===== config.mk =====
export PLATFORM = sky130hd
export DESIGN_NAME = rfc3339_timestamp_parser_unit
export DESIGN_NICKNAME = d
export VERILOG_FILES = /design/src/rtl/core/rtsp_pkg.sv /design/src/rtl/core/rtsp_front.sv /design/src/rtl/core/rtsp_fifo.sv /design/src/rtl/core/rtsp_back.sv /design/src/rtl/core/rfc3339_timestamp_parser_unit.sv
export SDC_FILE = /design/constraint.sdc
export NUM_CORES = 2
export LEC_CHECK = 0
export BUFFER_PORTS_ARGS = -buffer_cell sky130_fd_sc_hd__buf_2
export CAP_MARGIN = 20
export CORE_ASPECT_RATIO = 0.75
export CORE_MARGIN = 1
export CORE_UTILIZATION = 30
export DETAILED_ROUTE_END_ITERATION = 6
export PLACE_DENSITY = 0.42
export SYNTH_ARGS = -nofsm -noshare
export SYNTH_HDL_FRONTEND = slang
export SYNTH_SLANG_ARGS = --single-unit

===== constraint.sdc =====
create_clock -name clk -period 15.8 [get_ports clk]
set_clock_uncertainty 0.05 [all_clocks]
set_input_delay 3.95 -clock clk [delete_from_list [all_inputs] [get_ports clk]]
set_output_delay 3.95 -clock clk [all_outputs]
set_load 0.01 [all_outputs]

===== src/rtl/core/rtsp_pkg.sv =====
// ----------------------------------------------------------------------------
// rtsp_pkg
// Types and constants shared by the timestamp parser front end and back end.
// ----------------------------------------------------------------------------
package rtsp_pkg;

  typedef enum logic [4:0] {
    PH_FIXED     = 5'b00001,
    PH_AFTER_SEC = 5'b00010,
    PH_FRAC      = 5'b00100,
    PH_OFFSET    = 5'b01000,
    PH_DONE      = 5'b10000
  } phase_t;

  localparam logic [7:0] CH_DASH  = 8'h2D;
  localparam logic [7:0] CH_PLUS  = 8'h2B;
  localparam logic [7:0] CH_COLON = 8'h3A;
  localparam logic [7:0] CH_DOT   = 8'h2E;
  localparam logic [7:0] CH_T_UP  = 8'h54;
  localparam logic [7:0] CH_T_LO  = 8'h74;
  localparam logic [7:0] CH_Z_UP  = 8'h5A;
  localparam logic [7:0] CH_Z_LO  = 8'h7A;
  localparam logic [7:0] CH_ZERO  = 8'h30;
  localparam logic [7:0] CH_NINE  = 8'h39;

  // Parsed timestamp, handed from front end to back end
  typedef struct packed {
    logic        ok;
    logic [13:0] year;
    logic [3:0]  month;
    logic [4:0]  day;
    logic [4:0]  hour;
    logic [5:0]  minute;
    logic [5:0]  second;
    logic [29:0] fraction;
    logic [3:0]  frac_cnt;
    logic        tz_neg;
    logic [6:0]  tz_hour;
    logic [6:0]  tz_min;
  } req_t;

endpackage


===== src/rtl/core/rtsp_front.sv =====
// ----------------------------------------------------------------------------
// rtsp_front
// Character parser: one byte per cycle while acc is high, emits a parsed request on last.
// ----------------------------------------------------------------------------
module rtsp_front (
  input  logic          clk,
  input  logic          rst_n,
  input  logic          acc,
  input  logic [7:0]    character,
  input  logic          last,
  output logic          req_push,
  output rtsp_pkg::req_t req
);
  import rtsp_pkg::*;

  logic [5:0]  pos_r,   pos_nxt;
  phase_t      ph_r,    ph_nxt;
  logic [13:0] year_r,  year_nxt;
  logic [6:0]  mon_r,   mon_nxt;
  logic [6:0]  day_r,   day_nxt;
  logic [6:0]  hour_r,  hour_nxt;
  logic [6:0]  min_r,   min_nxt;
  logic [6:0]  sec_r,   sec_nxt;
  logic [29:0] frac_r,  frac_nxt;
  logic [3:0]  fcnt_r,  fcnt_nxt;
  logic        neg_r,   neg_nxt;
  logic [6:0]  oh_r,    oh_nxt;
  logic [6:0]  om_r,    om_nxt;
  logic [2:0]  k_r,     k_nxt;
  logic        fail_r,  fail_nxt;
  logic        dig;
  logic [3:0]  dval;
  logic        ok;

  assign dig  = (character >= CH_ZERO) && (character <= CH_NINE);
  assign dval = 4'(character - CH_ZERO);

  function automatic logic [6:0] acc7(input logic [6:0] v, input logic [3:0] d);
    acc7 = 7'(v * 7'd10 + 7'(d));
  endfunction

  always_comb begin
    pos_nxt  = pos_r;  ph_nxt  = ph_r;   year_nxt = year_r; mon_nxt = mon_r;
    day_nxt  = day_r;  hour_nxt = hour_r; min_nxt = min_r;  sec_nxt = sec_r;
    frac_nxt = frac_r; fcnt_nxt = fcnt_r; neg_nxt = neg_r;  oh_nxt  = oh_r;
    om_nxt   = om_r;   k_nxt   = k_r;    fail_nxt = fail_r;
    if (!fail_r) begin
      unique case (ph_r)
        PH_FIXED: begin
          if (pos_r == 6'd4 || pos_r == 6'd7) begin
            if (character != CH_DASH) fail_nxt = 1'b1;
          end else if (pos_r == 6'd10) begin
            if (character != CH_T_UP && character != CH_T_LO) fail_nxt = 1'b1;
          end else if (pos_r == 6'd13 || pos_r == 6'd16) begin
            if (character != CH_COLON) fail_nxt = 1'b1;
          end else if (!dig) begin
            fail_nxt = 1'b1;
          end else if (pos_r < 6'd4) begin
            year_nxt = 14'(year_r * 14'd10 + 14'(dval));
          end else if (pos_r < 6'd7) begin
            mon_nxt = acc7(mon_r, dval);
          end else if (pos_r < 6'd10) begin
            day_nxt = acc7(day_r, dval);
          end else if (pos_r < 6'd13) begin
            hour_nxt = acc7(hour_r, dval);
          end else if (pos_r < 6'd16) begin
            min_nxt = acc7(min_r, dval);
          end else begin
            sec_nxt = acc7(sec_r, dval);
          end
          if (pos_r == 6'd18) ph_nxt = PH_AFTER_SEC;
        end
        PH_AFTER_SEC, PH_FRAC: begin
          if (ph_r == PH_AFTER_SEC && character == CH_DOT) begin
            ph_nxt = PH_FRAC;
          end else if (ph_r == PH_FRAC && dig) begin
            if (fcnt_r >= 4'd9) fail_nxt = 1'b1;
            else begin
              frac_nxt = 30'(frac_r * 30'd10 + 30'(dval));
              fcnt_nxt = fcnt_r + 4'd1;
            end
          end else if (ph_r == PH_FRAC && fcnt_r == 4'd0) begin
            fail_nxt = 1'b1;
          end else if (character == CH_Z_UP || character == CH_Z_LO) begin
            ph_nxt = PH_DONE;
          end else if (character == CH_PLUS || character == CH_DASH) begin
            ph_nxt  = PH_OFFSET;
            neg_nxt = (character == CH_DASH);
            k_nxt   = 3'd0;
          end else begin
            fail_nxt = 1'b1;
          end
        end
        PH_OFFSET: begin
          if (k_r == 3'd2) begin
            if (character != CH_COLON) fail_nxt = 1'b1;
          end else if (!dig) begin
            fail_nxt = 1'b1;
          end else if (k_r < 3'd2) begin
            oh_nxt = acc7(oh_r, dval);
          end else begin
            om_nxt = acc7(om_r, dval);
          end
          if (k_r >= 3'd4) ph_nxt = PH_DONE;
          k_nxt = k_r + 3'd1;
        end
        default: fail_nxt = 1'b1;
      endcase
    end
    if (pos_r != 6'd63) pos_nxt = pos_r + 6'd1;
  end

  assign ok = !fail_nxt && ph_nxt == PH_DONE && mon_nxt >= 7'd1 && mon_nxt <= 7'd12 &&
              day_nxt >= 7'd1 && day_nxt <= 7'd31 && hour_nxt <= 7'd23 &&
              min_nxt <= 7'd59 && sec_nxt <= 7'd60;

  assign req_push = acc && last;
  always_comb begin
    req.ok       = ok;
    req.year     = year_nxt;
    req.month    = mon_nxt[3:0];
    req.day      = day_nxt[4:0];
    req.hour     = hour_nxt[4:0];
    req.minute   = min_nxt[5:0];
    req.second   = sec_nxt[5:0];
    req.fraction = frac_nxt;
    req.frac_cnt = fcnt_nxt;
    req.tz_neg   = neg_nxt;
    req.tz_hour  = oh_nxt;
    req.tz_min   = om_nxt;
  end

  always_ff @(posedge clk) begin
    if (!rst_n || (acc && last)) begin
      pos_r <= '0; ph_r <= PH_FIXED; year_r <= '0; mon_r <= '0; day_r <= '0;
      hour_r <= '0; min_r <= '0; sec_r <= '0; frac_r <= '0; fcnt_r <= '0;
      neg_r <= 1'b0; oh_r <= '0; om_r <= '0; k_r <= '0; fail_r <= 1'b0;
    end else if (acc) begin
      pos_r <= pos_nxt; ph_r <= ph_nxt; year_r <= year_nxt; mon_r <= mon_nxt;
      day_r <= day_nxt; hour_r <= hour_nxt; min_r <= min_nxt; sec_r <= sec_nxt;
      frac_r <= frac_nxt; fcnt_r <= fcnt_nxt; neg_r <= neg_nxt; oh_r <= oh_nxt;
      om_r <= om_nxt; k_r <= k_nxt; fail_r <= fail_nxt;
    end
  end

endmodule


===== src/rtl/core/rtsp_fifo.sv =====
// ----------------------------------------------------------------------------
// rtsp_fifo
// Two-entry request queue between front end and back end.
// ----------------------------------------------------------------------------
module rtsp_fifo (
  input  logic           clk,
  input  logic           rst_n,
  input  logic           push,
  input  rtsp_pkg::req_t wdata,
  output logic           full,
  input  logic           pop,
  output logic           empty,
  output rtsp_pkg::req_t rdata
);
  import rtsp_pkg::*;

  req_t       mem [2];
  logic       wp_r, wp_nxt;
  logic       rp_r, rp_nxt;
  logic [1:0] cnt_r, cnt_nxt;
  logic       do_push, do_pop;

  assign full    = cnt_r == 2'd2;
  assign empty   = cnt_r == 2'd0;
  assign do_push = push && !full;
  assign do_pop  = pop && !empty;
  assign rdata   = mem[rp_r];
  assign wp_nxt  = wp_r ^ do_push;
  assign rp_nxt  = rp_r ^ do_pop;
  assign cnt_nxt = 2'(cnt_r + {1'b0, do_push} - {1'b0, do_pop});

  always_ff @(posedge clk) begin
    if (do_push) mem[wp_r] <= wdata;
  end

  always_ff @(posedge clk) begin
    if (!rst_n) begin
      wp_r <= 1'b0; rp_r <= 1'b0; cnt_r <= '0;
    end else begin
      wp_r <= wp_nxt; rp_r <= rp_nxt; cnt_r <= cnt_nxt;
    end
  end

endmodule


===== src/rtl/core/rtsp_back.sv =====
// ----------------------------------------------------------------------------
// rtsp_back
// Five-stage epoch pipeline: days-from-civil, time of day, zone, nanoseconds.
// ----------------------------------------------------------------------------
module rtsp_back (
  input  logic                clk,
  input  logic                rst_n,
  input  logic                req_valid,
  input  rtsp_pkg::req_t      req,
  output logic                req_pop,
  output logic                out_empty,
  input  logic                out_pop,
  output logic                out_ok,
  output logic signed [38:0]  out_epoch_seconds,
  output logic [29:0]         out_nanoseconds
);
  import rtsp_pkg::*;

  function automatic logic [8:0] month_days(input logic [3:0] m);
    case (m)
      4'd3:    month_days = 9'd0;
      4'd4:    month_days = 9'd31;
      4'd5:    month_days = 9'd61;
      4'd6:    month_days = 9'd92;
      4'd7:    month_days = 9'd122;
      4'd8:    month_days = 9'd153;
      4'd9:    month_days = 9'd184;
      4'd10:   month_days = 9'd214;
      4'd11:   month_days = 9'd245;
      4'd12:   month_days = 9'd275;
      4'd1:    month_days = 9'd306;
      4'd2:    month_days = 9'd337;
      default: month_days = 9'd0;
    endcase
  endfunction

  function automatic logic [29:0] pow10(input logic [3:0] n);
    case (n)
      4'd0:    pow10 = 30'd1000000000;
      4'd1:    pow10 = 30'd100000000;
      4'd2:    pow10 = 30'd10000000;
      4'd3:    pow10 = 30'd1000000;
      4'd4:    pow10 = 30'd100000;
      4'd5:    pow10 = 30'd10000;
      4'd6:    pow10 = 30'd1000;
      4'd7:    pow10 = 30'd100;
      4'd8:    pow10 = 30'd10;
      default: pow10 = 30'd1;
    endcase
  endfunction

  logic en;
  logic va_r, vb_r, vc_r, vd_r, ve_r;

  // stage A
  logic signed [14:0] y;
  logic [9:0]         yq;
  logic [20:0]        yprod;
  logic signed [5:0]  era;
  logic signed [14:0] a_y_r;
  logic signed [5:0]  a_era_r;
  logic [8:0]         a_doy_r;
  logic [16:0]        a_tod_r;
  logic [18:0]        a_tz_r;
  logic               a_neg_r, a_ok_r;
  logic [29:0]        a_ns_r;
  logic [59:0]        ns_full;
  // stage B
  logic signed [5:0]  b_era_r;
  logic [8:0]         b_yoe_r, b_doy_r;
  logic signed [19:0] b_secd_r;
  logic [29:0]        b_ns_r;
  logic               b_ok_r;
  logic signed [14:0] yoe_s;
  // stage C
  logic [6:0]         yoe4;
  logic [17:0]        cprod;
  logic signed [5:0]  c_era_r;
  logic [17:0]        c_doe_r;
  logic signed [19:0] c_secd_r;
  logic [29:0]        c_ns_r;
  logic               c_ok_r;
  // stage D
  logic signed [23:0] d_days_r;
  logic signed [19:0] d_secd_r;
  logic [29:0]        d_ns_r;
  logic               d_ok_r;
  // stage E
  logic signed [38:0] secs;

  assign en        = !ve_r || out_pop;
  assign req_pop   = en && req_valid;
  assign out_empty = !ve_r;

  assign y       = $signed({1'b0, req.year}) - ((req.month <= 4'd2) ? 15'sd1 : 15'sd0);
  assign yq      = 10'(y[13:4]);
  assign yprod   = 21'(yq) * 21'd1311;
  assign era     = y[14] ? -6'sd1 : $signed({1'b0, yprod[19:15]});
  assign ns_full = 60'(req.fraction) * 60'(pow10(req.frac_cnt));
  assign yoe_s   = a_y_r - 15'(a_era_r * 15'sd400);
  assign yoe4    = 7'(b_yoe_r[8:2]);
  assign cprod   = 18'(yoe4) * 18'd1311;
  assign secs    = 39'(d_days_r) * 39'sd86400 + 39'(d_secd_r);

  always_ff @(posedge clk) begin
    if (en) begin
      a_y_r   <= y;
      a_era_r <= era;
      a_doy_r <= 9'(month_days(req.month) + 9'(req.day) - 9'd1);
      a_tod_r <= 17'(req.hour * 17'd3600 + req.minute * 17'd60 + 17'(req.second));
      a_tz_r  <= 19'(req.tz_hour * 19'd3600 + req.tz_min * 19'd60);
      a_neg_r <= req.tz_neg;
      a_ns_r  <= ns_full[29:0];
      a_ok_r  <= req.ok;

      b_era_r  <= a_era_r;
      b_yoe_r  <= yoe_s[8:0];
      b_doy_r  <= a_doy_r;
      b_secd_r <= a_neg_r ? $signed(20'(a_tod_r) + 20'(a_tz_r))
                          : $signed(20'(a_tod_r) - 20'(a_tz_r));
      b_ns_r   <= a_ns_r;
      b_ok_r   <= a_ok_r;

      c_era_r  <= b_era_r;
      c_doe_r  <= 18'(b_yoe_r) * 18'd365 + 18'(yoe4) - 18'(cprod[17:15])
                  + 18'(b_doy_r);
      c_secd_r <= b_secd_r;
      c_ns_r   <= b_ns_r;
      c_ok_r   <= b_ok_r;

      d_days_r <= 24'(c_era_r) * 24'sd146097 + $signed({6'd0, c_doe_r}) - 24'sd719468;
      d_secd_r <= c_secd_r;
      d_ns_r   <= c_ns_r;
      d_ok_r   <= c_ok_r;

      out_ok            <= d_ok_r;
      out_epoch_seconds <= d_ok_r ? secs : '0;
      out_nanoseconds   <= d_ok_r ? d_ns_r : '0;
    end
  end

  always_ff @(posedge clk) begin
    if (!rst_n) begin
      va_r <= 1'b0; vb_r <= 1'b0; vc_r <= 1'b0; vd_r <= 1'b0; ve_r <= 1'b0;
    end else if (en) begin
      va_r <= req_valid; vb_r <= va_r; vc_r <= vb_r; vd_r <= vc_r; ve_r <= vd_r;
    end
  end

endmodule


===== src/rtl/core/rfc3339_timestamp_parser_unit.sv =====
// ----------------------------------------------------------------------------
// rfc3339_timestamp_parser_unit
// Streaming RFC 3339 timestamp to Unix seconds and nanoseconds.
// ----------------------------------------------------------------------------
// Input: one character per push, in_last on the final one. A character is
// taken when in_push is high and in_full low; one character per cycle.
// Every string yields exactly one result at its last character: out_ok,
// out_epoch_seconds and out_nanoseconds (zero fields when out_ok is low).
// Results are read like a queue: valid while out_empty is low, taken by
// out_pop. The front end parses a character per cycle and queues the parsed
// request in a two-entry queue; the back end is a five-stage pipeline that
// takes a new request while earlier ones are still in flight.
// When the result side stalls, the pipeline holds, the queue fills and
// in_full rises; in_full is then high until results are popped.
// Synchronous reset clears the parser, the queue and the result valid flags.
// ----------------------------------------------------------------------------
module rfc3339_timestamp_parser_unit (
  input  logic               clk,
  input  logic               rst_n,
  input  logic               in_push,
  output logic               in_full,
  input  logic [7:0]         in_character,
  input  logic               in_last,
  output logic               out_empty,
  input  logic               out_pop,
  output logic               out_ok,
  output logic signed [38:0] out_epoch_seconds,
  output logic [29:0]        out_nanoseconds
);
  import rtsp_pkg::*;

  logic q_full, q_empty, q_push, q_pop, acc;
  req_t f_req, b_req;

  assign in_full = q_full;
  assign acc     = in_push && !q_full;

  rtsp_front u_front (
    .clk, .rst_n, .acc, .character(in_character), .last(in_last),
    .req_push(q_push), .req(f_req)
  );

  rtsp_fifo u_fifo (
    .clk, .rst_n, .push(q_push), .wdata(f_req), .full(q_full),
    .pop(q_pop), .empty(q_empty), .rdata(b_req)
  );

  rtsp_back u_back (
    .clk, .rst_n, .req_valid(!q_empty), .req(b_req), .req_pop(q_pop),
    .out_empty, .out_pop, .out_ok, .out_epoch_seconds, .out_nanoseconds
  );

endmodule


Word level (Yosys, flattened, before mapping) --
Memory sizes are Yosys's and may differ from the RTL's. A register that Yosys moved wholly into a read port is not among the register bits. Cells that the tools add are included.
Word-level totals: flip-flop bits (word level) 509, RAM bits 180, ROM bits 624, input port bits 13, output and inout bits 72, logic and storage cells 308, memories kept 3
Operators by class: add/subtract/negate cells 30, $mul 20, $lt $le $gt $ge 18, equality and inequality tests 28, mux-type cells 121, bitwise operators 3, reductions and logical operators 35
Memories:
- (name not given) | words 16, bits a word 30, rd ports 1, clocked after Yosys merged registers in 0, write ports 0, line rtsp_back.sv:38 | case (n)
- u_fifo.mem | words 2, bits a word 90, rd ports 1, clocked after Yosys merged registers in 1, write ports 1, line rtsp_fifo.sv:17 | req_t mem [2];
- (name not given) | words 16, bits a word 9, rd ports 1, clocked after Yosys merged registers in 0, write ports 0, line rtsp_back.sv:20 | case (m)
Operator list (number):
- $mux W7 | 59
- $mux W30 | 5
- $mux W14 | 7
- $add A7 B4 Y7 | 7
- $mul A7 B3 Y6 const B | 7
- $mux W5 | 8
- $add A39 B20 Y39 | 1
- $mul A24 B11 Y32 const B | 1
- $add A30 B4 Y30 | 1
- $mul A30 B3 Y29 const B | 1
- $mul A30 B30 Y30 | 1
- $mux W1 | 26
- $add A24 B19 Y24 | 1
- $eq A8 B6 Y1 const B | 3
- $mul A6 B19 Y24 const B | 1
- $sub A24 B21 Y24 const B | 1
- $add A17 B19 Y20 | 1
- $mul A10 B11 Y20 const B | 1
- $mux W20 | 1
- $mux W4 | 5
- $sub A17 B19 Y20 | 1
- $add A19 B13 Y19 | 1
- $add A18 B7 Y18 | 1
- $add A18 B9 Y18 | 1
- other kinds (68) | 113

Longest topological paths before layout --
depth in word-level cells 18, gate-level depth with buffers 40, gate-level depth less buffers 40

Modules after synthesis --
From an unflattened synthesis, not the netlist that was laid out.
Unflattened totals: cells, all modules 5905, area total of the unflattened synthesis 62829.0 um2
By module, submodules not included:
- rtsp_back | instances 1, cells an instance 4245, area an instance 44714.1 um2, seq. area each 11661.2 um2
- rtsp_front | instances 1, cells an instance 1353, area an instance 10889.2 um2, seq. area each 2262.2 um2
- rtsp_fifo | instances 1, cells an instance 305, area an instance 7208.2 um2, seq. area each 5505.3 um2
- rfc3339_timestamp_parser_unit | instances 1, cells an instance 2, area an instance 17.5 um2, seq. area each 0.0 um2

Worst setup path before layout --
No wires, ideal clock.
path type input -> register, start point input port out_pop, end point register u_fifo.cnt_r[1], setup time 0.115 ns, arrival time 14.102 ns, required time 15.635 ns, slack 1.533 ns, stages 10, cells stage by stage nor2_1 -> inv_1 -> o21ai_0 -> inv_1 -> ha_1 -> inv_1 -> ha_1 -> xnor2_1 -> xnor2_1 -> and2_1
On the way: word-level cells in the longest chain between the ends 4
Ends and longest elaborated chain:
- from (decl) | line rfc3339_timestamp_parser_unit.sv:25 | input logic out_pop,
- $logic_or A1 B1 Y1 | line rtsp_back.sv:91 | assign en = !ve_r || out_pop;
- $logic_and A1 B1 Y1 | line rtsp_back.sv:92 | assign req_pop = en && req_valid;
- $logic_and A1 B1 Y1 | line rtsp_fifo.sv:26 | assign do_pop = pop && !empty;
- $sub A2 B1 Y2 | line rtsp_fifo.sv:30 | assign cnt_nxt = 2'(cnt_r + {1'b0, do_push} - {1'b0, do_pop});
- to (signal assigned) | line rtsp_fifo.sv:40 | wp_r <= wp_nxt; rp_r <= rp_nxt; cnt_r <= cnt_nxt;
- to (decl) | line rtsp_fifo.sv:20 | logic [1:0] cnt_r, cnt_nxt;
Every way passes these cells. A chain may end at the register's enable or synchronous reset.

==> results.md <==
* Layout area overhead at 10.4%
* DIE WIDTH at 526 um
* Synthesis warning total at 0
* Setup Crit Path Kind: flop to flop
* Hold slack at 0.352 ns
* Period utilization at 0.695
* Max-slew violations at 0
* Largest fanout on the critical path at 51
* DIE AREA at 208000 sq um
* IO Count at 85
* CTS tree: done
* Top-count cell post-synth: inv_1
* Arrival time at the worst endpoint at 11.37 ns
* DRC violations left at 0
* Hold/Removal Path Class: flop to flop
* Vias in the first global route at 40300
* Status: complete, no violations
* Flops & latches, synth at 688
* First-pass GRT wire length at 239000 um
* Final-report hold violation count at 0
* Slew headroom at 0.225
* Clock tree buffer depth at 3
* Filler cells at 20700
* Largest net degree at the start of global routing at 93
* DR WL met2 at 58100 um
* Area of the mapped netlist at 61800 sq um
* Clock transition at path regs at 0.07 ns
* Cell Count, Final, Fillers Out at 8771
* Dpl cells at 8615
* CP Launch Type: flop
* Distinct cells, synth at 86
* Worst R2R End: u_back.a_ns_r[29]
* TritonCTS buffer count at 81
* HPWL Detailed at 119000 um
* Num Clock Sinks at 688
* Starting DRC count in detailed routing at 2515
* Wirelength, routed at 153000 um
* Highest Clock Rate at 0.0911 GHz
* Max_cap viols at 0
* Initial core utilization at 0.304
* Syn nets at 7330
* Post-synth EDFFs at 565
* Top-area cell type share of the netlist area at 0.274
* Number of hold buffers added after cts at 0
* Setup_tns at 0 ns
* Post-synth ARST share at 0
* Synthesized area per cell at 10.4 sq um
* Site Rows at 143
* Least-Margin Pin Slew at 1.13 ns
* Period minus WS final at 10.98 ns
* Post-Syn Instances at 5938
* # Post-CTS Setup Buffers at 0
* Largest cells by area after synthesis: edfxtp_1, fa_1, ha_1, inv_1, xnor2_1
* Vias per Instance at 4.56
* Final Util at 0.335
* DRT Pass-1 Iters at 6
* Post_cts resized at 0
* End point of the critical path: u_back.a_ns_r[29]
* CP max stage delay at 1.07 ns
* Most used cell, CP: fa_1
* R2R Setup Slk at 4.82 ns
* Slowest cell on the critical path: nand2_1
* Met3 WL at 9750 um
* GRT Total Usage at 0.148
* Synth top cells by count: inv_1, ha_1, fa_1
* Die extent in y at 395 um
* Setup violators final at 0
* Nets at 7412
* Critical Path RT at 16.19 ns
* Crit. End Element: flop
* Share of cells above drive strength 1 at 0.0657
* Vias at 40000
* CTS Root Cell: clkbuf_16
* Wl on met1 at 81900 um
* GP Congestion at 0.911
* Sequential fraction of the synthesis area at 0.314
* Core Box Area at 204000 sq um
* Post-route ant nets at 0
* RSZ-0062 raised after global routing: no
* Insertion delay to the later sink of the worst-skew pair at 0.70 ns
* Most used DFF post-synth: edfxtp_1
* Grt ovf at 0
* DR WL/cell at 17.4 um
* Highest routed layer: met5
* Port bufs at 84
* H-tree Lvls at 3
* Synth area leader: edfxtp_1
* Initial antenna violation count at 9
* R2R depth at 28
-- registers in the layout, indices dropped and copies added, names as in the netlist, 24 cells and up, named ones only --
signal	cells
u_back.out_epoch_seconds	39
u_back.d_days_r	24
u_front.frac_r	30
u_back.a_ns_r	30
u_back.out_nanoseconds	30
u_fifo.mem	180
u_back.b_ns_r	30
u_back.d_ns_r	30
u_back.c_ns_r	30
-- cells in the final DEF (no fill, tap or decap), types with 46 or more instances in the layout --
cell and instances:
o21ai_0 148, nor2_1 415, and2_1 85, inv_1 1017, a21oi_1 266, buf_2 85, ha_1 789, xnor2_1 293
mux2i_1 77, a21o_1 76, nand3_1 59, clkbuf_16 83, fa_1 588, o21bai_1 48, nor2b_1 46, mux2_2 83
nor3_1 109, xor2_1 108, dfxtp_1 122, buf_4 52, edfxtp_1 565, nand2_1 494
-- per-layer routing --
| metal | global-route usage | up-vias |
|---|---|---|
| met5 | 0 | - |
| met4 | 0.0292 | 8 |
| met3 | 0.0389 | 152 |
| met2 | 0.202 | 763 |
| met1 | 0.230 | 19200 |
| li1 | - | 19800 |
-- through the flow --
step                area [sq um]  worst slack, ns
CTS                        68200             4.88
floorplan                  61800             1.53
finish                     68300             4.82
global placement           65600             5.20
detailed placement         65600             4.87
global route               68200             4.28
-- cell families after synthesis --
family | after synthesis | synth area share
AO/OA/AOI/OAI | 746 | 0.0754
adder cells (fa/ha/maj) | 1379 | 0.350
buffers and inverters | 1158 | 0.0709
AND/OR/NAND/NOR | 1398 | 0.103
XOR/XNOR | 402 | 0.0572
multiplexers | 167 | 0.0287
flip-flops | 688 | 0.314
-- critical path, delay by kind of cell (launching register included) --
family,cells,cell delay [ns]
flip-flops,1,0.86
AND/OR/NAND/NOR,4,2.14
adder cells (fa/ha/maj),10,4.82
multiplexers,1,0.55
buffers and inverters,5,0.24
AO/OA/AOI/OAI,7,1.90
XOR/XNOR,1,0.12
-- worst min path at each step --
stage                                    from                   to  slack (ns)  cells after the start
after global placement      u_back.c_ns_r[28]    u_back.d_ns_r[28]        0.35                      0
after floorplan             u_back.a_doy_r[0]    u_back.b_doy_r[0]        0.35                      0
after CTS                    u_back.a_ns_r[2]     u_back.b_ns_r[2]        0.34                      0
after detailed placement     u_back.a_ns_r[3]     u_back.b_ns_r[3]        0.35                      0
final                     u_back.c_secd_r[18]  u_back.d_secd_r[18]        0.35                      0
after global routing        u_back.b_ns_r[17]    u_back.c_ns_r[17]        0.35                      0
-- layout make-up --
class                      count  area, sq um  share of cell area
multi-input combinational   4092        38200               0.559
sequential                   688        19400               0.285
inverter                    1018         3830              0.0561
tap                         2682         3360              0.0492
clock buffer                 103         2170              0.0318
timing repair buffer         139          847              0.0124
clock inverter                46          454             0.00665
antenna                        3         7.51            0.000110
Power is not shown: default switching activity piles up to over one toggle a cycle in this logic, so the estimate is an artifact.
